`config.mk`:
```
export PLATFORM = sky130hd
export DESIGN_NAME = htwd_out_reg
export DESIGN_NICKNAME = d
export VERILOG_FILES = /design/src/design/htwd_pkg.sv /design/src/design/htwd_out_reg.sv
export VERILOG_INCLUDE_DIRS = /design/src /design/src/design
export SDC_FILE = /design/constraint.sdc
export NUM_CORES = 1
export LEC_CHECK = 0
export ABC_AREA = 1
export BUFFER_PORTS_ARGS = -buffer_cell sky130_fd_sc_hd__buf_2
export CORE_AREA = 2 2 39 41
export CTS_CLUSTER_DIAMETER = 150
export CTS_CLUSTER_SIZE = 20
export DETAILED_ROUTE_END_ITERATION = 10
export DIE_AREA = 0 0 41 43
export GPL_ROUTABILITY_DRIVEN = 0
export PLACE_DENSITY = 0.62
export SLEW_MARGIN = 20
export SYNTH_ARGS = -nofsm -noshare
export SYNTH_HDL_FRONTEND = slang
export SYNTH_SLANG_ARGS = --single-unit
```
`constraint.sdc`:
```
create_clock -name clk -period 2.3 [get_ports clk]
set_input_delay 0 -clock clk [delete_from_list [all_inputs] [get_ports clk]]
set_output_delay 0 -clock clk [all_outputs]
set_load 0.005 [all_outputs]
```
`src/design/huffman_tree_walk_decoder_core_defines.svh`:
```
// Assertion macros shared by the decoder modules.
`ifndef HUFFMAN_TREE_WALK_DECODER_CORE_DEFINES_SVH
`define HUFFMAN_TREE_WALK_DECODER_CORE_DEFINES_SVH

// Same-cycle implication, disabled during reset.
`define HTWD_ASSERT_NOW(label, clk, rst, ante, cons) \
  label: assert property (@(posedge clk) disable iff (rst) (ante) |-> (cons)) \
    else $error("htwd assertion failed");

// Next-cycle implication, disabled during reset.
`define HTWD_ASSERT_NEXT(label, clk, rst, ante, cons) \
  label: assert property (@(posedge clk) disable iff (rst) (ante) |=> (cons)) \
    else $error("htwd assertion failed");

`endif

```
`src/design/htwd_pkg.sv`:
```
// Types and constants of the tree walk decoder.
package htwd_pkg;

  localparam int IDX_W          = 9;
  localparam int SYM_W          = 8;
  localparam int BYTE_W         = 8;
  localparam int BIT_CNT_W      = 3;
  localparam int TOP_BIT        = 7;
  localparam int NODE_COUNT_DEF = 512;

  localparam logic REQ_LOAD   = 1'b0;
  localparam logic REQ_DECODE = 1'b1;

  typedef struct packed {
    logic             leaf;
    logic [SYM_W-1:0] sym;
    logic [IDX_W-1:0] left;
    logic [IDX_W-1:0] right;
  } node_t;

  // walker -> node store
  typedef struct packed {
    logic             wr_en;
    logic [IDX_W-1:0] wr_idx;
    node_t            wr_node;
    logic [IDX_W-1:0] rd_idx;
  } store_req_t;

  // walker -> output register
  typedef struct packed {
    logic             valid;
    logic [SYM_W-1:0] symbol;
    logic             last;
  } push_t;

endpackage

```
`src/design/htwd_out_reg.sv`:
```
// Output word register between the walker and the symbol channel.
`include "huffman_tree_walk_decoder_core_defines.svh"

module htwd_out_reg (
  input  logic                       clk,
  input  logic                       rst,
  input  htwd_pkg::push_t            push,
  output logic                       push_ready,
  output logic                       sym_valid,
  input  logic                       sym_stall,
  output logic [htwd_pkg::SYM_W-1:0] symbol,
  output logic                       last
);

  assign push_ready = !sym_valid || !sym_stall;

  always_ff @(posedge clk) begin
    if (rst) begin
      sym_valid <= 1'b0;
    end else if (push.valid && push_ready) begin
      sym_valid <= 1'b1;
    end else if (!sym_stall) begin
      sym_valid <= 1'b0;
    end
  end

  always_ff @(posedge clk) begin
    if (push.valid && push_ready) begin
      symbol <= push.symbol;
      last   <= push.last;
    end
  end

  `HTWD_ASSERT_NOW(a_push_when_ready, clk, rst, push.valid, push_ready)
  `HTWD_ASSERT_NEXT(a_push_lands, clk, rst, push.valid, sym_valid)
  `HTWD_ASSERT_NEXT(a_push_last_lands, clk, rst, push.valid && push.last, last)

endmodule

```
Word level (Yosys, flattened, before mapping)
Index checks and enable logic that the tools add are counted.

Flip-flop bits (word level): 10. Logic and storage cells: 10.

Equal/unequal tests: 1. Multiplexer cells: 2. Reductions and logical operators: 4.

Operator list (number): zero test 1 bit (2); two-way mux 1 bit (2); inequality test 2 x 1 -> 1 bit (second input constant) (1); logical AND 1 bit (1); logical OR 1 bit (1).

Logic depth before layout (Yosys ltp)
Depth in word-level cells: 4. Depth in mapped cells: 2.

Worst setup path after synthesis
Ideal clock, no wire load.

Path kind: register to register. Start: register sym_valid. End: register last (enable). Library setup time: 0.378 ns. Arrival time: 0.823 ns. Data required time: 1.922 ns. Slack: 1.099 ns. Cell stages (with the launch flop): 2. Path buffers: 0. Clock period less this slack: 1.201 ns. Cell sequence: dfxtp_1 > a21oi_1.

Word-level cells in the longest chain between the ends: 3.

Ends and longest elaborated chain: start, declared (RTL line htwd_out_reg.sv:9) `output logic sym_valid,`; start signal, assigned (RTL line htwd_out_reg.sv:19) `sym_valid <= 1'b0;`; start signal, assigned (RTL line htwd_out_reg.sv:21) `sym_valid <= 1'b1;`; start signal, assigned (RTL line htwd_out_reg.sv:23) `sym_valid <= 1'b0;`; zero test 1 bit (RTL line htwd_out_reg.sv:15) `assign push_ready = !sym_valid || !sym_stall;`; logical OR 1 bit (RTL line htwd_out_reg.sv:15); logical AND 1 bit (RTL line htwd_out_reg.sv:28) `if (push.valid && push_ready) begin`; end signal, assigned (RTL line htwd_out_reg.sv:30) `last <= push.last;`; end, declared (RTL line htwd_out_reg.sv:12) `output logic last`.

Every way passes these cells. A chain may end at the register's enable or synchronous reset.

Worst setup path in the final report
Start: register sym_valid. End: register symbol[0] in the netlist's numbering (enable).

Word-level cells in the longest chain between the ends: 3.

Ends and longest elaborated chain: zero test 1 bit (RTL line htwd_out_reg.sv:15); logical OR 1 bit (RTL line htwd_out_reg.sv:15); logical AND 1 bit (RTL line htwd_out_reg.sv:28); end signal, assigned (RTL line htwd_out_reg.sv:29) `symbol <= push.symbol;`; end, declared (RTL line htwd_out_reg.sv:11) `output logic [htwd_pkg::SYM_W-1:0] symbol,`.

Every way passes these cells.

==> results.json <==
{
  "cap_violations": 0,
  "gr-total-overflow": 0,
  "drive_gt1_frac": 0.5490,
  "hp-start": "sym_stall",
  "synth_cell_type_count": 6,
  "drt_iter0_drc": 0,
  "seq_area_um2": 290.3,
  "wl_per_cell_um": 11.00,
  "fin_nets": 65,
  "final_cells": 67,
  "timing.rr.start": "sym_valid",
  "io_buffers": 23,
  "fill_cells": 129,
  "rows": 14,
  "cpLargestDelayFamily": "compound AO/OA/AOI/OAI gates",
  "cts_buffers": 3,
  "cts.sinks": 10,
  "r2r_end": "symbol[0]",
  "multi_input_area_um2": 20.02,
  "cts_buffer_depth": 2,
  "ys_warn_count": 0,
  "synth_top_area_frac": 0.8606,
  "p_leak_nw": 0.2527,
  "start_kind": "register",
  "grt_pass1_vias": 276,
  "grt_start_max_net_pins": 10,
  "p_per_area_mw_per_mm2": 651.6,
  "antenna_cells": 0,
  "wl_um": 737,
  "design_area_um2": 575.6,
  "cts.clk_slew.worst_paths_ns": 0.06,
  "worst_hold_slack_ns": 0.01404,
  "viasPerCell": 3.806,
  "finalSetupViolCount": 0,
  "grt_usage": 0.09704,
  "syn_inst": 14,
  "reg2reg_slack_ns": 0.98,
  "clkLatencyLatePin_ns": 0.26,
  "finalCritPeriodShare": 0.5735,
  "dieArea_mm2": 0.001763,
  "cts_tree": "done",
  "cp_slowest_cell": "a21oi_1",
  "yosys-top-cells-area": "edfxtp_1 86%, dfxtp_1 6.4%, a21oi_2 2.8%, nand2_2 2.0%, a21oi_1 1.6%",
  "grt_setup_unrepaired": "false",
  "cts_resized": 0,
  "crit_chain": "a21oi_1",
  "crit_path_end_kind": "register",
  "finalCriticalPeriod_ns": 1.319,
  "synth_nets": 27,
  "syn2layout_area_growth_pct": 83.27,
  "slew_headroom": 0.4698,
  "syn_area_per_cell_um2": 22.43,
  "path_buf_inv": 0,
  "cp.arrival_ns": 1.20,
  "path_depth": 1,
  "start_util": 0.2269,
  "max_freq_mhz": 758.1,
  "hold_class": "input pin to register",
  "placed_area_um2": 449.2,
  "fin_skew_ns": 0.009394,
  "ir_worst_vdd_mv": 0.2602,
  "worst_pin_slew_ns": 0.7953,
  "antenna_found_initial": 0,
  "worst_r2r_path_depth": 1,
  "h-tree-depth": 1,
  "hold_viol_final": 0,
  "slew_viol_final": 0,
  "die_w_um": 41,
  "endpoint": "symbol[0]",
  "cp.required_ns": 2.18,
  "p_total_mw": 0.3750,
  "numPlacedInstances": 53,
  "fin_setup_tns_ns": 0,
  "syn_area_um2": 314.1,
  "yosys.area.top_type": "edfxtp_1",
  "yosysSeqAreaShare": 0.9243,
  "route.antenna.remaining_nets": 0,
  "critPathMaxStageDelay_ns": 0.62,
  "crit_type": "register to register",
  "status": "completed",
  "root_buffer": "clkbuf_4",
  "drc": 0,
  "core_area_mm2": 0.001384,
  "synth-seq-cells": 10,
  "critPathMaxFanout": 9,
  "die_h_um": 43,
  "vias": 255,
  "ios": 24,
  "grt_pass1_wl_um": 1035,
  "cp-startpoint": "sym_valid",
  "first_pass_iters": 1
}
## sequential cells by signal (all words and copies together) (netlist names)
name / cells
sym_valid: 1
symbol: 8
last: 1
## worst min path at each step
stage | depth (start not counted) | end | slack [ns]
floorplan | 1 | push_ready | 0.05
global placement | 2 | sym_valid | 0.16
detailed placement | 2 | sym_valid | 0.17
CTS | 3 | sym_valid | 0.001
global route | 3 | sym_valid | 0.01
finish | 3 | sym_valid | 0.01
## cell type report
type	count	share of cell area
inverter	1	0.006522
multi-input combinational	3	0.03478
tap	16	0.03478
sequential	10	0.5043
clock buffer	4	0.04565
timing repair buffer	33	0.3739
## Yosys cell counts (all sizes together)
cell type / instances
edfxtp: 9
inv: 1
a21oi: 2
dfxtp: 1
nand2: 1
## logic make-up after synthesis
logic type / share of synthesized area
buffers and inverters: 0.01194
and+or+nand+nor: 0.01993
AOI/OAI and AO/OA: 0.04381
DFF: 0.9243
## power breakdown
part	leakage [nW]	internal (mW)	total (mW)	switching, mW
clock network	0.0150	0.0666	0.119	0.0528
logic	0.142	0.0263	0.0418	0.0155
registers	0.0954	0.211	0.214	0.00322
total	0.253	0.304	0.375	0.0715
## cells in the final DEF (no fill, tap or decap)
cell / instances
buf_2: 23
dlygate4sd3_1: 10
edfxtp_1: 9
clkbuf_4: 3
inv_1: 1
a21oi_1: 1
nand2_2: 1
a21oi_2: 1
clkbuf_1: 1
dfxtp_1: 1
## per-layer routing
metal / up-vias / global-route usage / routed length, um
met1: 105 / 0.09864 / 301
met4: 0 / 0.08000 / 0
li1: 126 / - / -
met3: 0 / 0.03141 / 101
met2: 24 / 0.1500 / 335
met5: - / 0 / 0
## repair_timing
item / in CTS / in global routing
endpoints found under the hold margin: 10 / 0
hold buffers: 10 / 0
setup endpoints to repair: 0 / 0
buffers inserted: 0 / 0
## metrics by stage
| step | util | setup WS [ns] |
|---|---|---|
| floorplan | - | 1.099 |
| global placement | 0.3246 | 1.008 |
| detailed placement | 0.3246 | 0.9187 |
| CTS | 0.4159 | 0.9402 |
| global route | 0.4159 | 0.8875 |
| finish | 0.4159 | 0.9809 |
Power figures use the tool's default switching activity.
