## src/design/huffman_tree_walk_decoder_core_defines.svh

```systemverilog
// Assertion macros shared by the decoder modules.
`ifndef HUFFMAN_TREE_WALK_DECODER_CORE_DEFINES_SVH
`define HUFFMAN_TREE_WALK_DECODER_CORE_DEFINES_SVH

// Same-cycle implication, disabled during reset.
`define HTWD_ASSERT_NOW(label, clk, rst, ante, cons) \
  label: assert property (@(posedge clk) disable iff (rst) (ante) |-> (cons)) \
    else $error("htwd assertion failed");

// Next-cycle implication, disabled during reset.
`define HTWD_ASSERT_NEXT(label, clk, rst, ante, cons) \
  label: assert property (@(posedge clk) disable iff (rst) (ante) |=> (cons)) \
    else $error("htwd assertion failed");

`endif

```

## src/design/htwd_pkg.sv

```systemverilog
// Types and constants of the tree walk decoder.
package htwd_pkg;

  localparam int IDX_W          = 9;
  localparam int SYM_W          = 8;
  localparam int BYTE_W         = 8;
  localparam int BIT_CNT_W      = 3;
  localparam int TOP_BIT        = 7;
  localparam int NODE_COUNT_DEF = 512;

  localparam logic REQ_LOAD   = 1'b0;
  localparam logic REQ_DECODE = 1'b1;

  typedef struct packed {
    logic             leaf;
    logic [SYM_W-1:0] sym;
    logic [IDX_W-1:0] left;
    logic [IDX_W-1:0] right;
  } node_t;

  // walker -> node store
  typedef struct packed {
    logic             wr_en;
    logic [IDX_W-1:0] wr_idx;
    node_t            wr_node;
    logic [IDX_W-1:0] rd_idx;
  } store_req_t;

  // walker -> output register
  typedef struct packed {
    logic             valid;
    logic [SYM_W-1:0] symbol;
    logic             last;
  } push_t;

endpackage

```

## src/design/htwd_walker.sv

```systemverilog
// Bit sequencer: steps the tree one node read per bit and holds the pending symbol.
`include "huffman_tree_walk_decoder_core_defines.svh"

module htwd_walker (
  input  logic                         clk,
  input  logic                         rst,
  input  logic                         req_valid,
  output logic                         req_stall,
  input  logic                         req_type,
  input  logic [htwd_pkg::IDX_W-1:0]   node_index,
  input  logic                         node_is_leaf,
  input  logic [htwd_pkg::SYM_W-1:0]   node_symbol,
  input  logic [htwd_pkg::IDX_W-1:0]   left_child,
  input  logic [htwd_pkg::IDX_W-1:0]   right_child,
  input  logic [htwd_pkg::BYTE_W-1:0]  data_byte,
  input  logic                         cfg_wr_en,
  input  logic [htwd_pkg::IDX_W-1:0]   cfg_wr_data,
  output htwd_pkg::store_req_t         store_req,
  input  htwd_pkg::node_t              rd_node,
  output htwd_pkg::push_t              push,
  input  logic                         push_ready
);

  localparam logic [1:0] S_IDLE  = 2'd0;
  localparam logic [1:0] S_CUR   = 2'd1;
  localparam logic [1:0] S_STEP  = 2'd2;
  localparam logic [1:0] S_FLUSH = 2'd3;

  logic [1:0]                        state, state_next;
  logic [htwd_pkg::IDX_W-1:0]        root, root_next;
  logic [htwd_pkg::IDX_W-1:0]        walk_pos, walk_pos_next;
  logic [htwd_pkg::IDX_W-1:0]        child, child_next;
  logic [htwd_pkg::BYTE_W-1:0]       bits, bits_next;
  logic [htwd_pkg::BIT_CNT_W-1:0]    bit_cnt, bit_cnt_next;
  logic                              pend_valid, pend_valid_next;
  logic [htwd_pkg::SYM_W-1:0]        pend_sym, pend_sym_next;

  logic                              last_bit;
  logic [htwd_pkg::IDX_W-1:0]        pick_now;
  logic [htwd_pkg::IDX_W-1:0]        pick_after;

  assign last_bit   = (bit_cnt == htwd_pkg::BIT_CNT_W'(htwd_pkg::TOP_BIT));
  // child of the node on the read port, for this bit and for the bit after it
  assign pick_now   = bits[htwd_pkg::BYTE_W-1] ? rd_node.right : rd_node.left;
  assign pick_after = bits[htwd_pkg::BYTE_W-2] ? rd_node.right : rd_node.left;

  assign req_stall = (state != S_IDLE);

  always_comb begin
    state_next      = state;
    root_next       = root;
    walk_pos_next   = walk_pos;
    child_next      = child;
    bits_next       = bits;
    bit_cnt_next    = bit_cnt;
    pend_valid_next = pend_valid;
    pend_sym_next   = pend_sym;

    store_req.wr_en   = 1'b0;
    store_req.wr_idx  = node_index;
    store_req.wr_node = '{leaf: node_is_leaf, sym: node_symbol,
                          left: left_child, right: right_child};
    store_req.rd_idx  = walk_pos;

    push.valid  = 1'b0;
    push.symbol = pend_sym;
    push.last   = 1'b0;

    unique case (state)
      S_IDLE: begin
        if (cfg_wr_en) begin
          root_next        = cfg_wr_data;
          walk_pos_next    = cfg_wr_data;
          store_req.rd_idx = cfg_wr_data;
        end
        if (req_valid) begin
          if (req_type == htwd_pkg::REQ_LOAD) begin
            store_req.wr_en = 1'b1;
          end else begin
            bits_next    = data_byte;
            bit_cnt_next = '0;
            state_next   = S_CUR;
          end
        end
      end
      S_CUR: begin
        // read port holds the node at the walk position
        store_req.rd_idx = pick_now;
        child_next       = pick_now;
        state_next       = S_STEP;
      end
      S_STEP: begin
        // read port holds the child chosen by the current bit
        store_req.rd_idx = child;
        if (rd_node.leaf) begin
          if (!pend_valid || push_ready) begin
            push.valid      = pend_valid;
            pend_valid_next = 1'b1;
            pend_sym_next   = rd_node.sym;
            walk_pos_next   = root;
            bits_next       = bits << 1;
            bit_cnt_next    = bit_cnt + 1'b1;
            store_req.rd_idx = root;
            state_next      = last_bit ? S_FLUSH : S_CUR;
          end
        end else begin
          walk_pos_next    = child;
          bits_next        = bits << 1;
          bit_cnt_next     = bit_cnt + 1'b1;
          store_req.rd_idx = pick_after;
          child_next       = pick_after;
          state_next       = last_bit ? S_FLUSH : S_STEP;
        end
      end
      S_FLUSH: begin
        if (!pend_valid) begin
          state_next = S_IDLE;
        end else if (push_ready) begin
          push.valid      = 1'b1;
          push.last       = 1'b1;
          pend_valid_next = 1'b0;
          state_next      = S_IDLE;
        end
      end
      default: begin
        state_next = S_IDLE;
      end
    endcase
  end

  always_ff @(posedge clk) begin
    if (rst) begin
      state      <= S_IDLE;
      root       <= '0;
      walk_pos   <= '0;
      pend_valid <= 1'b0;
    end else begin
      state      <= state_next;
      root       <= root_next;
      walk_pos   <= walk_pos_next;
      pend_valid <= pend_valid_next;
    end
  end

  always_ff @(posedge clk) begin
    child    <= child_next;
    bits     <= bits_next;
    bit_cnt  <= bit_cnt_next;
    pend_sym <= pend_sym_next;
  end

  `HTWD_ASSERT_NOW(a_push_in_walk, clk, rst, push.valid, (state == S_STEP) || (state == S_FLUSH))
  `HTWD_ASSERT_NOW(a_idle_no_pend, clk, rst, state == S_IDLE, !pend_valid)
  `HTWD_ASSERT_NEXT(a_flush_after_step, clk, rst, (state == S_IDLE) || (state == S_CUR),
                    state != S_FLUSH)

endmodule

```

## config.mk

```make
export PLATFORM = sky130hd
export DESIGN_NAME = htwd_walker
export DESIGN_NICKNAME = d
export VERILOG_FILES = /design/src/design/htwd_pkg.sv /design/src/design/htwd_walker.sv
export VERILOG_INCLUDE_DIRS = /design/src /design/src/design
export SDC_FILE = /design/constraint.sdc
export NUM_CORES = 1
export LEC_CHECK = 0
export BUFFER_PORTS_ARGS = -buffer_cell sky130_fd_sc_hd__buf_2
export CAP_MARGIN = 40
export CORE_MARGIN = 3
export CORE_UTILIZATION = 45
export CTS_BUF_LIST = sky130_fd_sc_hd__clkbuf_4
export DETAILED_ROUTE_END_ITERATION = 12
export GPL_ROUTABILITY_DRIVEN = 0
export PLACE_DENSITY = 0.8
export SLEW_MARGIN = 5
export SYNTH_ARGS = -nofsm -noshare
export SYNTH_HDL_FRONTEND = slang
export SYNTH_SLANG_ARGS = --single-unit
```

## constraint.sdc

```tcl
create_clock -name clk -period 2.04 [get_ports clk]
set_input_delay 0.306 -clock clk [delete_from_list [all_inputs] [get_ports clk]]
set_output_delay 0.306 -clock clk [all_outputs]
set_load 0.02 [all_outputs]
```

After elaboration in Yosys (flattened, before gate mapping)
Cells that the tools add are included.
{"block": "totals", "regBits": 49, "inputBits": 86, "out_inout_bits": 57, "elab_cells": 78}
{"block": "classes", "addsub": 1, "eq_ne": 11, "n_mux": 44, "n_reduce_logical": 14}
{"op": "$mux 9", "count": 8}
{"op": "$pmux 9 s2", "count": 2}
{"op": "$mux 8", "count": 4}
{"op": "$pmux 9 s3", "count": 1}
{"op": "$pmux 8 s2", "count": 1}
{"op": "$mux 2", "count": 7}
{"op": "$mux 1", "count": 13}
{"op": "$mux 3", "count": 4}
{"op": "$ne 2x2->1 const B", "count": 5}
{"op": "$pmux 2 s4", "count": 1}
{"op": "$reduce_and 4->1", "count": 2}
{"op": "$reduce_bool 2->1", "count": 4}
{"op": "$ne 3x3->1 const B", "count": 2}
{"op": "$pmux 3 s2", "count": 1}
{"op": "$reduce_and 2->1", "count": 3}
{"op": "$reduce_and 3->1", "count": 2}
{"op": "$eq 2x2->1 const B", "count": 2}
{"op": "$pmux 1 s2", "count": 2}
{"op": "$add 3x1->3 const B", "count": 1}
{"op": "$eq 3x3->1 const B", "count": 1}
{"op": "$eq 2x1->1 const B", "count": 1}
{"op": "$logic_not 2->1", "count": 1}
{"op": "$logic_not 1->1", "count": 1}
{"op": "$logic_or 1x1->1", "count": 1}

Longest topological paths before layout
Gate-level depths: netlist of the first run.
{"block": "logic_depth", "word_depth": 5, "depth_mapped": 7, "mapped_depth_nobuf": 5}

Worst setup path before layout of the first run
No wires, ideal clock.
{"block": "synth_timing", "path_type": "reg2out", "from": "register state[1]", "to": "output store_req[5] in the netlist's numbering", "t_arrival_ns": 1.420, "required_time_ns": 1.734, "setup_slack_ns": 0.314, "path_stages_with_launch": 7, "path_buffers": 2, "path_cell_list": "dfxtp_1 -> buf_6 -> nor2b_4 -> and3_1 -> buf_2 -> a222oi_1 -> a21oi_1"}
{"item": "start: declaration", "line": "htwd_walker.sv:29", "text": "logic [1:0] state, state_next;"}
{"item": "start signal: assignment", "line": "htwd_walker.sv:138", "text": "state <= state_next;"}
{"item": "end: declaration", "line": "htwd_walker.sv:18", "text": "output htwd_pkg::store_req_t store_req,"}

==> results of run 1 <==
[timing repair]
item	CTS	global route
endpoints found under the setup margin	10	10
buffers inserted	11	1
cloned	0	0
resized for setup	33	6
endpoints found under the hold margin	0	0
pin swaps	12	9
[final cells by class]
class	count	area share, %
multi-input cells	223	42.0
flip-flops and latches	49	35.2
repair buffers	102	18.3
well taps	77	2.67
clock buffers	7	1.46
inverters	2	0.278
clock inverters	1	0.104
[cells in the final DEF, fill, tap and decap left out, types with 3 or more instances in the layout]
master	n
sky130_fd_sc_hd__and2_1	5
sky130_fd_sc_hd__mux2i_1	30
sky130_fd_sc_hd__a222oi_1	3
sky130_fd_sc_hd__buf_6	7
sky130_fd_sc_hd__buf_4	30
sky130_fd_sc_hd__mux2_4	3
sky130_fd_sc_hd__o21ai_1	6
sky130_fd_sc_hd__mux2_2	22
sky130_fd_sc_hd__nand2_1	54
sky130_fd_sc_hd__a31oi_1	7
sky130_fd_sc_hd__edfxtp_1	28
sky130_fd_sc_hd__buf_2	63
sky130_fd_sc_hd__dfxtp_1	18
sky130_fd_sc_hd__a21oi_1	18
sky130_fd_sc_hd__o21ai_0	3
sky130_fd_sc_hd__nor2_1	25
sky130_fd_sc_hd__o22ai_1	8
sky130_fd_sc_hd__nand3_1	8
sky130_fd_sc_hd__clkbuf_4	7
[worst max-delay path by stage]
stage                              end  slack [ns]  depth (start not counted)
final                     store_req[5]       -0.05                          6
after floorplan           store_req[5]        0.31                          6
after global placement    store_req[2]        0.16                          7
after global routing      store_req[8]       -0.16                          5
after detailed placement  store_req[2]        0.17                          7
after CTS                 store_req[5]       -0.04                          6
[stage by stage]
stage / area (um2) / hold WS [ns] / utilization [%] / instances / total power [uW]
after global routing: 3600 / 0.0777 / 55.2 / 461 / 2220
final: 3600 / 0.0879 / 55.2 / 461 / 2140
after CTS: 3580 / 0.0941 / 54.8 / 460 / 2130
after global placement: 3340 / 0.458 / 51.2 / 441 / 1610
after detailed placement: 3340 / 0.463 / 51.2 / 441 / 1620
after floorplan: 3110 / 0.405 / - / 329 / 1540
[flip-flops by register name, summed over array words and instances, names as in the netlist]
register and count:
pend_sym 8, state 2, child 9, root 9
pend_valid 1, bit_cnt 3, walk_pos 9, bits 8
[metal layers]
| metal | vias to the layer above | wire length [um] | GRT usage (%) |
|---|---|---|---|
| met4 | 0 | 148 | 8.53 |
| met5 | - | 0 | 0 |
| li1 | 1238 | - | - |
| met1 | 1284 | 3490 | 28.3 |
| met3 | 18 | 1030 | 4.70 |
| met2 | 209 | 3880 | 34.5 |
[power breakdown]
part / total [uW] / internal [uW] / leakage (uW) / switching [uW]
Clock: 482 / 160 / 0.0000338 / 322
Combinational: 517 / 253 / 0.00113 / 265
Sequential: 1140 / 1100 / 0.000435 / 36.6
[worst max-delay path: stages, from the launching register on]
cell	delay, ns
sky130_fd_sc_hd__edfxtp_1	0.45
sky130_fd_sc_hd__buf_12	0.16
sky130_fd_sc_hd__buf_12	0.13
sky130_fd_sc_hd__mux2_2	0.26
sky130_fd_sc_hd__o22ai_1	0.14
sky130_fd_sc_hd__a21oi_1	0.09
sky130_fd_sc_hd__buf_2	0.17
[cell families (layout without fill, tap and decap cells)]
| kind of cell | after synthesis | after routing | synth area share [%] |
|---|---|---|---|
| fa+ha+maj | 2 | 2 | 0.806 |
| simple gates | 111 | 111 | 16.0 |
| buf+inv | 57 | 112 | 12.2 |
| compound gates | 53 | 53 | 10.9 |
| mux | 57 | 57 | 19.4 |
| flops | 49 | 49 | 40.6 |
==> impl_metrics.sql, run 1 <==
INSERT INTO impl_metrics (metric_group, metric, value, unit) VALUES
('run_status', 'outcome', 'complete, but fails checks', ''),
('run_status', 'violated_checks', 'negative setup slack', ''),
('logic_synthesis', 'synth-edff-count', '28', ''),
('worst_setup_path', 'worstSetupStartpoint', 'bits[7]$_DFFE_PP_', ''),
('min_path', 'hold_class', 'in2reg', ''),
('clock_network', 'clock_buffer_count_from_cts', '5', ''),
('logic_synthesis', 'synth_area_leaders', 'sky130_fd_sc_hd__edfxtp_1 (27%), sky130_fd_sc_hd__dfxtp_1 (14%), sky130_fd_sc_hd__mux2i_1 (10%)', ''),
('drt', 'initialDrtViolationCount', '286', ''),
('floorplanning', 'die_y', '89.1', 'um'),
('place', 'detailedPlace.worstSlack', '0.168', 'ns'),
('worst_setup_path', 'reg2reg_from', 'state[0]$_SDFFE_PP0P_', ''),
('min_path', 'min_from', 'rd_node[19]', ''),
('clock_network', 'max_buffers_root_to_sink', '2', ''),
('drt', 'remaining_number_of_nets_flagged_by_the_antenna_check_after_routing', '0', ''),
('drt', 'vias_per_cell', '5.96', ''),
('sta', 'postLayoutSetupSlackWorst', '-0.0534', 'ns'),
('global_route', 'grt_max_degree', '22', ''),
('clock_network', 'cts_hold_buf', '0', ''),
('drt', 'drt_pre_antenna_iters', '5', ''),
('sta', 'grt_setup_unrepaired', 'true', ''),
('cells_and_area', 'multi_input_comb_area', '0.00151', 'mm2'),
('logic_synthesis', 'netlist_top_cells_count', 'sky130_fd_sc_hd__nand2_1 (55), sky130_fd_sc_hd__buf_4 (37), sky130_fd_sc_hd__mux2i_1 (31)', ''),
('place', 'port_buffers', '70', ''),
('sta', 'timing.final.hold_violations', '0', ''),
('logic_synthesis', 'netlist-cell-type-count', '40', ''),
('floorplanning', 'floorplan.initialDensity', '47.5', '%'),
('worst_setup_path', 'type_of_destination_of_the_critical_path', 'output pin', ''),
('cells_and_area', 'fill_cells', '578', ''),
('drt', 'vias', '2749', ''),
('sta', 'final.period_utilization', '103', '%'),
('worst_setup_path', 'worst_setup_path_start_kind', 'register', ''),
('clock_network', 'cts_root_buf', 'sky130_fd_sc_hd__clkbuf_4', ''),
('sta', 'clock_skew', '0.0145', 'ns'),
('min_path', 'min_delay_path_depth', '1', ''),
('floorplanning', 'ios', '143', ''),
('cells_and_area', 'layout-drive-gt1-share', '39.8', '%'),
('clock_network', 'tritoncts_num_sinks', '49', ''),
('worst_setup_path', 'reg2reg_depth', '4', ''),
('logic_synthesis', 'mappedNetlistNets', '417', ''),
('cells_and_area', 'syn_to_final_growth', '16.1', '%'),
('global_route', 'grt_first_pass_wirelength', '12900', 'um'),
('logic_synthesis', 'ys.flop_type', 'sky130_fd_sc_hd__edfxtp_1', ''),
('floorplanning', 'core_area', '0.00653', 'mm2'),
('clock_network', 'clk_transition_reported_paths', '0.15', 'ns'),
('drt', 'total_length_of_routed_wires', '8540', 'um'),
('drt', 'routed_wl_per_cell', '18.5', 'um'),
('place', 'dp.final_hpwl', '5950', 'um'),
('logic_synthesis', 'synth_seq_area_share', '40.6', '%'),
('sta', 'post-route-min-period', '2.09', 'ns'),
('global_route', 'overflow', '0', ''),
('worst_setup_path', 'critPathRequiredTime', '1.73', 'ns'),
('worst_setup_path', 'crit_fanout', '6', ''),
('worst_setup_path', 'critical_path.reg2reg.endpoint', 'child[6]$_DFFE_PP_', ''),
('drt', 'drt_drc_violations_left', '0', ''),
('logic_synthesis', 'synthesis.area', '0.00311', 'mm2'),
('global_route', 'grt.total_usage', '21.5', '%'),
('min_path', 'holdPathEnd', 'pend_sym[1]$_DFFE_PP_', ''),
('logic_synthesis', 'yosys_register_bits', '49', ''),
('logic_synthesis', 'synth_most_common_cell', 'sky130_fd_sc_hd__nand2_1', ''),
('power', 'vdd_ir_drop_max', '0.360', 'mV'),
('sta', 'max-slew-margin-rel', '68.9', '%'),
('sta', 'worstMarginPinSlew', '0.466', 'ns'),
('logic_synthesis', 'syn_avg_cell_area', '9.44', 'um2'),
('logic_synthesis', 'post-synth-top-area-fraction', '27.1', '%'),
('logic_synthesis', 'synth_top_area_cell', 'sky130_fd_sc_hd__edfxtp_1', ''),
('logic_synthesis', 'synth-async-reset-ratio', '0', '%'),
('sta', 'report.final.setup_viol', '8', ''),
('clock_network', 'htree_levels', '2', ''),
('run', 'cap_viol_max_count', '0', ''),
('worst_setup_path', 'cp_data_arrival_time', '1.79', 'ns'),
('worst_setup_path', 'kind_of_critical_path', 'reg2out', '');
Power figures use the tool's default switching activity.
==> run 2: changes to the inputs <==
- CELL_PAD_IN_SITES_DETAIL_PLACEMENT: not set -> 1
- CELL_PAD_IN_SITES_GLOBAL_PLACEMENT: not set -> 1
- CORE_UTILIZATION: 45 -> 30
- PLACE_DENSITY: 0.8 -> 0.75
==> run 2 against run 1 <==
The flow still finishes with violations (negative setup slack). Sequential cell count is the same. Setup slack got worse by 0.093 ns. Maximum frequency decreased by 4.3%. Critical path type unchanged. Highest routed layer unchanged.
==> impl_metrics.sql, run 2 (same netlist as run 1, synthesis figures left out) <==
INSERT INTO impl_metrics (metric_group, metric, value, unit) VALUES
('clock_network', 'htree_levels', '2', ''),
('worst_setup_path', 'worst_setup_path_start_kind', 'register', ''),
('power', 'pwr-share-comb', '24.4', '%'),
('floorplanning', 'ios', '143', ''),
('clock_network', 'tritoncts_clock_tree', 'built', ''),
('global_route', 'grt_pass1_vias', '2766', ''),
('global_route', 'grt.total_usage', '16.9', '%'),
('floorplanning', 'floorplan.initialDensity', '31.3', '%'),
('drt', 'initialDrtViolationCount', '160', ''),
('global_route', 'grt_antenna_before_repair', '0', ''),
('clock_network', 'clk_transition_reported_paths', '0.16', 'ns'),
('cells_and_area', 'seqCellArea', '0.00127', 'mm2'),
('cells_and_area', 'top_regs', 'child (9), root (9), walk_pos (9)', ''),
('sta', 'post-route-min-period', '2.19', 'ns'),
('place', 'detailedPlace.worstSlack', '0.150', 'ns'),
('cells_and_area', 'final_cell_mix', 'sky130_fd_sc_hd__buf_2 (62), sky130_fd_sc_hd__nand2_1 (54), sky130_fd_sc_hd__buf_4 (35), sky130_fd_sc_hd__mux2i_1 (31), sky130_fd_sc_hd__edfxtp_1 (28)', ''),
('floorplanning', 'core_area', '0.00991', 'mm2'),
('run', 'cap_viol_max_count', '0', ''),
('sta', 'worst_hold_slack', '0.0988', 'ns'),
('sta', 'report.final.setup_viol', '9', ''),
('drt', 'remaining_number_of_nets_flagged_by_the_antenna_check_after_routing', '0', ''),
('worst_setup_path', 'timing.critical_path.max_delay_family', 'compound AO/OA/AOI/OAI gates', ''),
('worst_setup_path', 'critPathRequiredTime', '1.73', 'ns'),
('clock_network', 'max_buffers_root_to_sink', '2', ''),
('power', 'p_seq_share', '53.3', '%'),
('global_route', 'grt_max_degree', '22', ''),
('sta', 'final.period_utilization', '107', '%'),
('power', 'proportion_of_total_power_due_to_net_switching', '30.7', '%'),
('power', 'power.share.clock', '22.3', '%'),
('power', 'p_leak', '0.00159', 'uW'),
('worst_setup_path', 'slowest_stage', 'sky130_fd_sc_hd__edfxtp_1', ''),
('worst_setup_path', 'cp_num_cells', '5', ''),
('sta', 'max-slew-margin-rel', '68.4', '%'),
('clock_network', 'insertion_delay', '0.38', 'ns'),
('worst_setup_path', 'crit_fanout', '5', ''),
('floorplanning', 'die-area', '0.0116', 'mm2'),
('sta', 'postLayoutSetupSlackWorst', '-0.147', 'ns'),
('run_status', 'outcome', 'complete, but fails checks', ''),
('clock_network', 'clock_buffer_count_from_cts', '5', ''),
('worst_setup_path', 'max_stage_delay', '0.41', 'ns'),
('floorplanning', 'num_rows', '36', ''),
('cells_and_area', 'multi_input_comb_area', '0.00151', 'mm2'),
('clock_network', 'tritoncts_num_sinks', '49', ''),
('worst_setup_path', 'type_of_destination_of_the_critical_path', 'output pin', ''),
('clock_network', 'cts_root_buf', 'sky130_fd_sc_hd__clkbuf_4', ''),
('cells_and_area', 'fill_cells', '1192', ''),
('worst_setup_path', 'setup.worst_path.end', 'store_req[7]', ''),
('drt', 'drt_drc_violations_left', '0', ''),
('power', 'cellPowerDensity', '584', 'mW/mm2'),
('place', 'port_buffers', '70', ''),
('sta', 'grt_setup_unrepaired', 'true', ''),
('sta', 'timing.final.hold_violations', '0', ''),
('worst_setup_path', 'critical_path.reg2reg.endpoint', 'child[3]$_DFFE_PP_', ''),
('worst_setup_path', 'critical_path_buf_inv_count', '2', ''),
('min_path', 'hold_class', 'in2reg', ''),
('worst_setup_path', 'kind_of_critical_path', 'reg2out', ''),
('sta', 'clock.fmax', '457', 'MHz'),
('place', 'dp.final_hpwl', '7110', 'um'),
('global_route', 'grt_first_pass_wirelength', '15100', 'um'),
('global_route', 'overflow', '0', ''),
('drt', 'vias', '2691', ''),
('cells_and_area', 'layout-drive-gt1-share', '40.5', '%'),
('cells_and_area', 'syn_to_final_growth', '18.0', '%'),
('worst_setup_path', 'worstSetupStartpoint', 'bits[6]$_DFFE_PP_', ''),
('power', 'vdd_ir_drop_max', '0.232', 'mV'),
('floorplanning', 'dieWidth', '108', 'um'),
('worst_setup_path', 'crit_chain', 'buf_6 -> mux2_2 -> a222oi_1 -> a21oi_1 -> buf_4', ''),
('power', 'power.switching', '658', 'uW'),
('sta', 'clock_skew', '0.0125', 'ns'),
('cells_and_area', 'final_common_cell', 'sky130_fd_sc_hd__buf_2', ''),
('cells_and_area', 'antenna_cells', '0', ''),
('run_status', 'violated_checks', 'negative setup slack', ''),
('drt', 'drt_pre_antenna_iters', '5', ''),
('drt', 'vias_per_cell', '5.19', ''),
('floorplanning', 'die_y', '108', 'um'),
('drt', 'routed_wl_per_cell', '19.2', 'um'),
('worst_setup_path', 'reg2reg_setup_slack', '0.17', 'ns'),
('sta', 'worstMarginPinSlew', '0.474', 'ns'),
('power', 'cell_internal_pwr', '1480', 'uW'),
('worst_setup_path', 'reg2reg_depth', '6', ''),
('worst_setup_path', 'cp_data_arrival_time', '1.88', 'ns'),
('drt', 'total_length_of_routed_wires', '9970', 'um'),
('worst_setup_path', 'reg2reg_from', 'state[1]$_SDFFE_PP0P_', ''),
('sta', 'drv_slew', '0', ''),
('cells_and_area', 'nNetsFinal', '472', '');
## run 2: cell count changes in the layout (fill, tap and decap cells not counted), moves of 2 or more
cell                       previous run  this run
sky130_fd_sc_hd__buf_4               30        35
sky130_fd_sc_hd__o21ai_1              6         1
sky130_fd_sc_hd__o21ai_0              3         7
sky130_fd_sc_hd__buf_6                7         4
sky130_fd_sc_hd__mux2_2              22        25
sky130_fd_sc_hd__mux2_4               3         0
sky130_fd_sc_hd__clkbuf_4             7         5
sky130_fd_sc_hd__clkinv_2             0         2
## run 2: cell type report
type	instances	share of cell area (%)
clock buffer	5	1.02
clock inverter	3	0.478
inverter	2	0.341
multi-input combinational	223	41.1
sequential	49	34.7
tap	133	4.54
timing repair buffer	103	17.8
## run 2: worst min-delay path by stage
stage,start,end,slack (ns),depth (start not counted)
after floorplan,rd_node[18],pend_sym[0]$_DFFE_PP_,0.40,0
after global placement,walk_pos[2]$_SDFFE_PP0P_,walk_pos[2]$_SDFFE_PP0P_,0.46,2
after detailed placement,walk_pos[0]$_SDFFE_PP0P_,walk_pos[0]$_SDFFE_PP0P_,0.47,2
after CTS,rd_node[20],pend_sym[2]$_DFFE_PP_,0.09,1
after global routing,rd_node[22],pend_sym[4]$_DFFE_PP_,0.07,1
final,rd_node[22],pend_sym[4]$_DFFE_PP_,0.1,1
## run 2: routing by layer
| layer | wire [um] | vias up | GRT usage (%) |
|---|---|---|---|
| met5 | 0 | - | 0 |
| met4 | 109 | 0 | 4.78 |
| met3 | 624 | 16 | 3.60 |
| met2 | 4880 | 90 | 28.9 |
| met1 | 4360 | 1345 | 21.4 |
| li1 | - | 1240 | - |
## run 2: through the flow
stage | setup TNS (ns) | area [um2] | total power (uW) | utilization, % | std cells
after CTS | -0.616 | 3650 | 2150 | 36.8 | 517
after floorplan | 0 | 3110 | 1540 | - | 329
final | -0.806 | 3660 | 2140 | 37.0 | 518
after detailed placement | 0 | 3420 | 1640 | 34.5 | 498
after global routing | -1.74 | 3660 | 2240 | 37.0 | 518
after global placement | 0 | 3420 | 1620 | 34.5 | 498
## run 2: power by group through the flow
stage / Combinational [uW] / Sequential (uW) / Clock [uW]
2_1_floorplan: 394 / 1150 / 0
3_3_place_gp: 450 / 1170 / 0
3_5_place_dp: 464 / 1170 / 0
4_1_cts: 513 / 1140 / 495
5_1_grt: 562 / 1150 / 527
6_report: 521 / 1140 / 478
## run 2: worst register-to-register path, cell delays in order, from the launching register on
cell and delay, ns:
sky130_fd_sc_hd__dfxtp_4 0.40, sky130_fd_sc_hd__buf_8 0.10, sky130_fd_sc_hd__buf_4 0.10, sky130_fd_sc_hd__buf_4 0.16, sky130_fd_sc_hd__nand2b_1 0.13, sky130_fd_sc_hd__a21boi_4 0.36, sky130_fd_sc_hd__mux2_2 0.38
## run 2: what timing repair did
action / in CTS / in global routing
pin swaps: 16 / 6
hold buffers: 0 / 0
setup buffers: 11 / 1
resized for setup: 33 / 3
setup endpoints to repair: 11 / 10
==> run 3: changes to the inputs <==
- CORE_UTILIZATION: 30 -> 35
- GPL_ROUTABILITY_DRIVEN: 0 -> not set
- PLACE_DENSITY: 0.75 -> 0.85
==> run 3 against run 2 <==
The run still ends with negative setup slack left. Cell count down 6.8%. Sequential power about the same. Utilization up 5.4 points. Design area down 2.7%. Setup slack better by 0.019 ns. Worst hold slack worse by 0.00079 ns. Clock skew up 0.0073 ns. Combinational power down 2%. Clock power about the same. Critical path depth up 1. Critical path type unchanged.
==> impl_metrics.sql, run 3 (same netlist as run 1, synthesis figures left out) <==
INSERT INTO impl_metrics (metric_group, metric, value, unit) VALUES
('run_status', 'outcome', 'complete, but fails checks', ''),
('run_status', 'violated_checks', 'negative setup slack', ''),
('clock_network', 'htree_levels', '2', ''),
('cells_and_area', 'top_regs', 'child (9), root (9), walk_pos (9)', ''),
('clock_network', 'cts_root_buf', 'sky130_fd_sc_hd__clkbuf_4', ''),
('run', 'cap_viol_max_count', '0', ''),
('clock_network', 'max_buffers_root_to_sink', '2', ''),
('clock_network', 'cts_hold_buf', '0', ''),
('cells_and_area', 'fin_util', '42.3', '%'),
('sta', 'drv_slew', '0', ''),
('cells_and_area', 'final_common_cell', 'sky130_fd_sc_hd__buf_2', ''),
('global_route', 'overflow', '0', ''),
('worst_setup_path', 'reg2reg_from', 'state[1]$_SDFFE_PP0P_', ''),
('worst_setup_path', 'slowest_stage', 'sky130_fd_sc_hd__dfxtp_4', ''),
('drt', 'drt_drc_violations_left', '0', ''),
('global_route', 'grt_antenna_before_repair', '0', ''),
('sta', 'clock_skew', '0.0198', 'ns'),
('cells_and_area', 'syn_to_final_growth', '14.8', '%'),
('power', 'p_leak', '0.00156', 'uW'),
('sta', 'post-route-min-period', '2.17', 'ns'),
('floorplanning', 'dieWidth', '100', 'um'),
('sta', 'final.period_utilization', '106', '%'),
('cells_and_area', 'nNetsFinal', '465', ''),
('floorplanning', 'floorplan.initialDensity', '36.9', '%'),
('sta', 'clock.fmax', '461', 'MHz'),
('floorplanning', 'ios', '143', ''),
('place', 'routabilityCongestion', '0.892', ''),
('floorplanning', 'core_area', '0.00842', 'mm2'),
('place', 'port_buffers', '70', ''),
('drt', 'routed_wl_per_cell', '19.4', 'um'),
('drt', 'total_length_of_routed_wires', '9360', 'um'),
('drt', 'initialDrtViolationCount', '187', ''),
('global_route', 'grt.total_usage', '18.4', '%'),
('drt', 'remaining_number_of_nets_flagged_by_the_antenna_check_after_routing', '0', ''),
('worst_setup_path', 'cp_data_arrival_time', '1.86', 'ns'),
('sta', 'grt_setup_unrepaired', 'true', ''),
('global_route', 'grt_pass1_vias', '2832', ''),
('cells_and_area', 'final_cell_mix', 'sky130_fd_sc_hd__buf_2 (65), sky130_fd_sc_hd__nand2_1 (54), sky130_fd_sc_hd__mux2i_1 (30), sky130_fd_sc_hd__edfxtp_1 (28)', ''),
('cells_and_area', 'antenna_cells', '0', ''),
('worst_setup_path', 'crit_fanout', '5', ''),
('cells_and_area', 'stdcell_count', '483', ''),
('drt', 'vias_per_cell', '5.41', ''),
('min_path', 'hold_class', 'in2reg', ''),
('floorplanning', 'die-area', '0.0100', 'mm2'),
('worst_setup_path', 'max_stage_delay', '0.39', 'ns'),
('global_route', 'grt_max_degree', '22', ''),
('min_path', 'min_from', 'rd_node[21]', ''),
('clock_network', 'tritoncts_clock_tree', 'built', ''),
('sta', 'postLayoutSetupSlackWorst', '-0.127', 'ns'),
('worst_setup_path', 'crit_chain', 'nor2b_2 -> buf_4 -> mux2_2 -> a31oi_2 -> a21oi_2 -> buf_2', ''),
('cells_and_area', 'layout-drive-gt1-share', '39.9', '%'),
('worst_setup_path', 'type_of_destination_of_the_critical_path', 'output pin', ''),
('cells_and_area', 'final_area', '0.00357', 'mm2'),
('drt', 'drt_pre_antenna_iters', '4', ''),
('worst_setup_path', 'worst_setup_path_start_kind', 'register', ''),
('global_route', 'grt_first_pass_wirelength', '14400', 'um'),
('worst_setup_path', 'kind_of_critical_path', 'reg2out', ''),
('place', 'dp.final_hpwl', '6680', 'um'),
('power', 'vdd_ir_drop_max', '0.204', 'mV'),
('worst_setup_path', 'critPathRequiredTime', '1.73', 'ns'),
('floorplanning', 'die_y', '100', 'um'),
('sta', 'final.setup.tns', '-0.567', 'ns'),
('sta', 'report.final.setup_viol', '9', ''),
('place', 'dp_cells', '467', ''),
('drt', 'vias', '2613', ''),
('clock_network', 'clk_transition_reported_paths', '0.14', 'ns'),
('clock_network', 'insertion_delay', '0.38', 'ns'),
('place', 'place_area', '0.00336', 'mm2'),
('power', 'cellPowerDensity', '597', 'mW/mm2'),
('sta', 'max-slew-margin-rel', '68.5', '%'),
('sta', 'worstMarginPinSlew', '0.472', 'ns'),
('floorplanning', 'num_rows', '33', ''),
('worst_setup_path', 'worstSetupStartpoint', 'pend_valid$_SDFFE_PP0P_', ''),
('clock_network', 'tritoncts_num_sinks', '49', ''),
('clock_network', 'clock_buffer_count_from_cts', '5', ''),
('sta', 'timing.final.hold_violations', '0', '');
==> run 3: cell types whose count changed in the layout (fill, tap and decap cells not counted), sizes merged <==
cell / delta
clkinvlp: -1
buf: -7
clkinv: -1
clkbuf: +2
==> run 3: path summary, 6_finish.rpt <==
check / cells after the start / endpoint / slack, ns
max: 6 / store_req[6] / -0.13
min: 1 / pend_sym[3]$_DFFE_PP_ / 0.1
max reg2reg: 5 / child[4]$_DFFE_PP_ / 0.23
min reg2reg: 2 / walk_pos[4]$_SDFFE_PP0P_ / 0.49
==> run 3: per-layer routing <==
layer / share of wire (%) / track usage [%] / vias to the layer above
met3: 7.4 / 3.06 / 20
li1: - / - / 1223
met4: 1.8 / 5.60 / 0
met2: 48 / 31.0 / 98
met1: 43 / 24.2 / 1272
met5: 0 / 0 / -
==> run 3: area by class of cell <==
type / count / area, um2
multi-input cells: 223 / 1510
well taps: 105 / 131
repair buffers: 96 / 589
flip-flops and latches: 49 / 1270
inverters: 2 / 7.51
fillers: 1016 / 4860
clock buffers: 7 / 52.6
clock inverters: 1 / 5.00
==> run 3: what timing repair did <==
action / in CTS / in global routing
setup buffers: 7 / 1
endpoints found under the setup margin: 9 / 9
gates resized for setup: 27 / 6
pin swaps: 11 / 1
==> run 3: per-stage QoR <==
stage	hold WS, ns	worst slack [ns]	power (uW)
floorplan	0.405	0.314	1540
global placement	0.458	0.186	1610
detailed placement	0.470	0.140	1630
CTS	0.0795	-0.113	2140
global route	0.0646	-0.215	2240
finish	0.0980	-0.127	2130
==> run 3: power breakdown <==
part | internal [uW] | switching [uW] | total, uW | leakage (uW)
clock | 162 | 315 | 477 | 0.0000361
combinational | 240 | 271 | 511 | 0.00109
sequential | 1100 | 36.3 | 1140 | 0.000435
total | 1510 | 623 | 2130 | 0.00156
==> run 3: worst max-delay path, delay by kind of cell (launching register included) <==
kind | cells | cell delay [ns]
AND/OR/NAND/NOR | 1 | 0.13
AO/OA/AOI/OAI | 2 | 0.26
buffers and inverters | 2 | 0.34
flip-flops | 1 | 0.39
multiplexers | 1 | 0.36
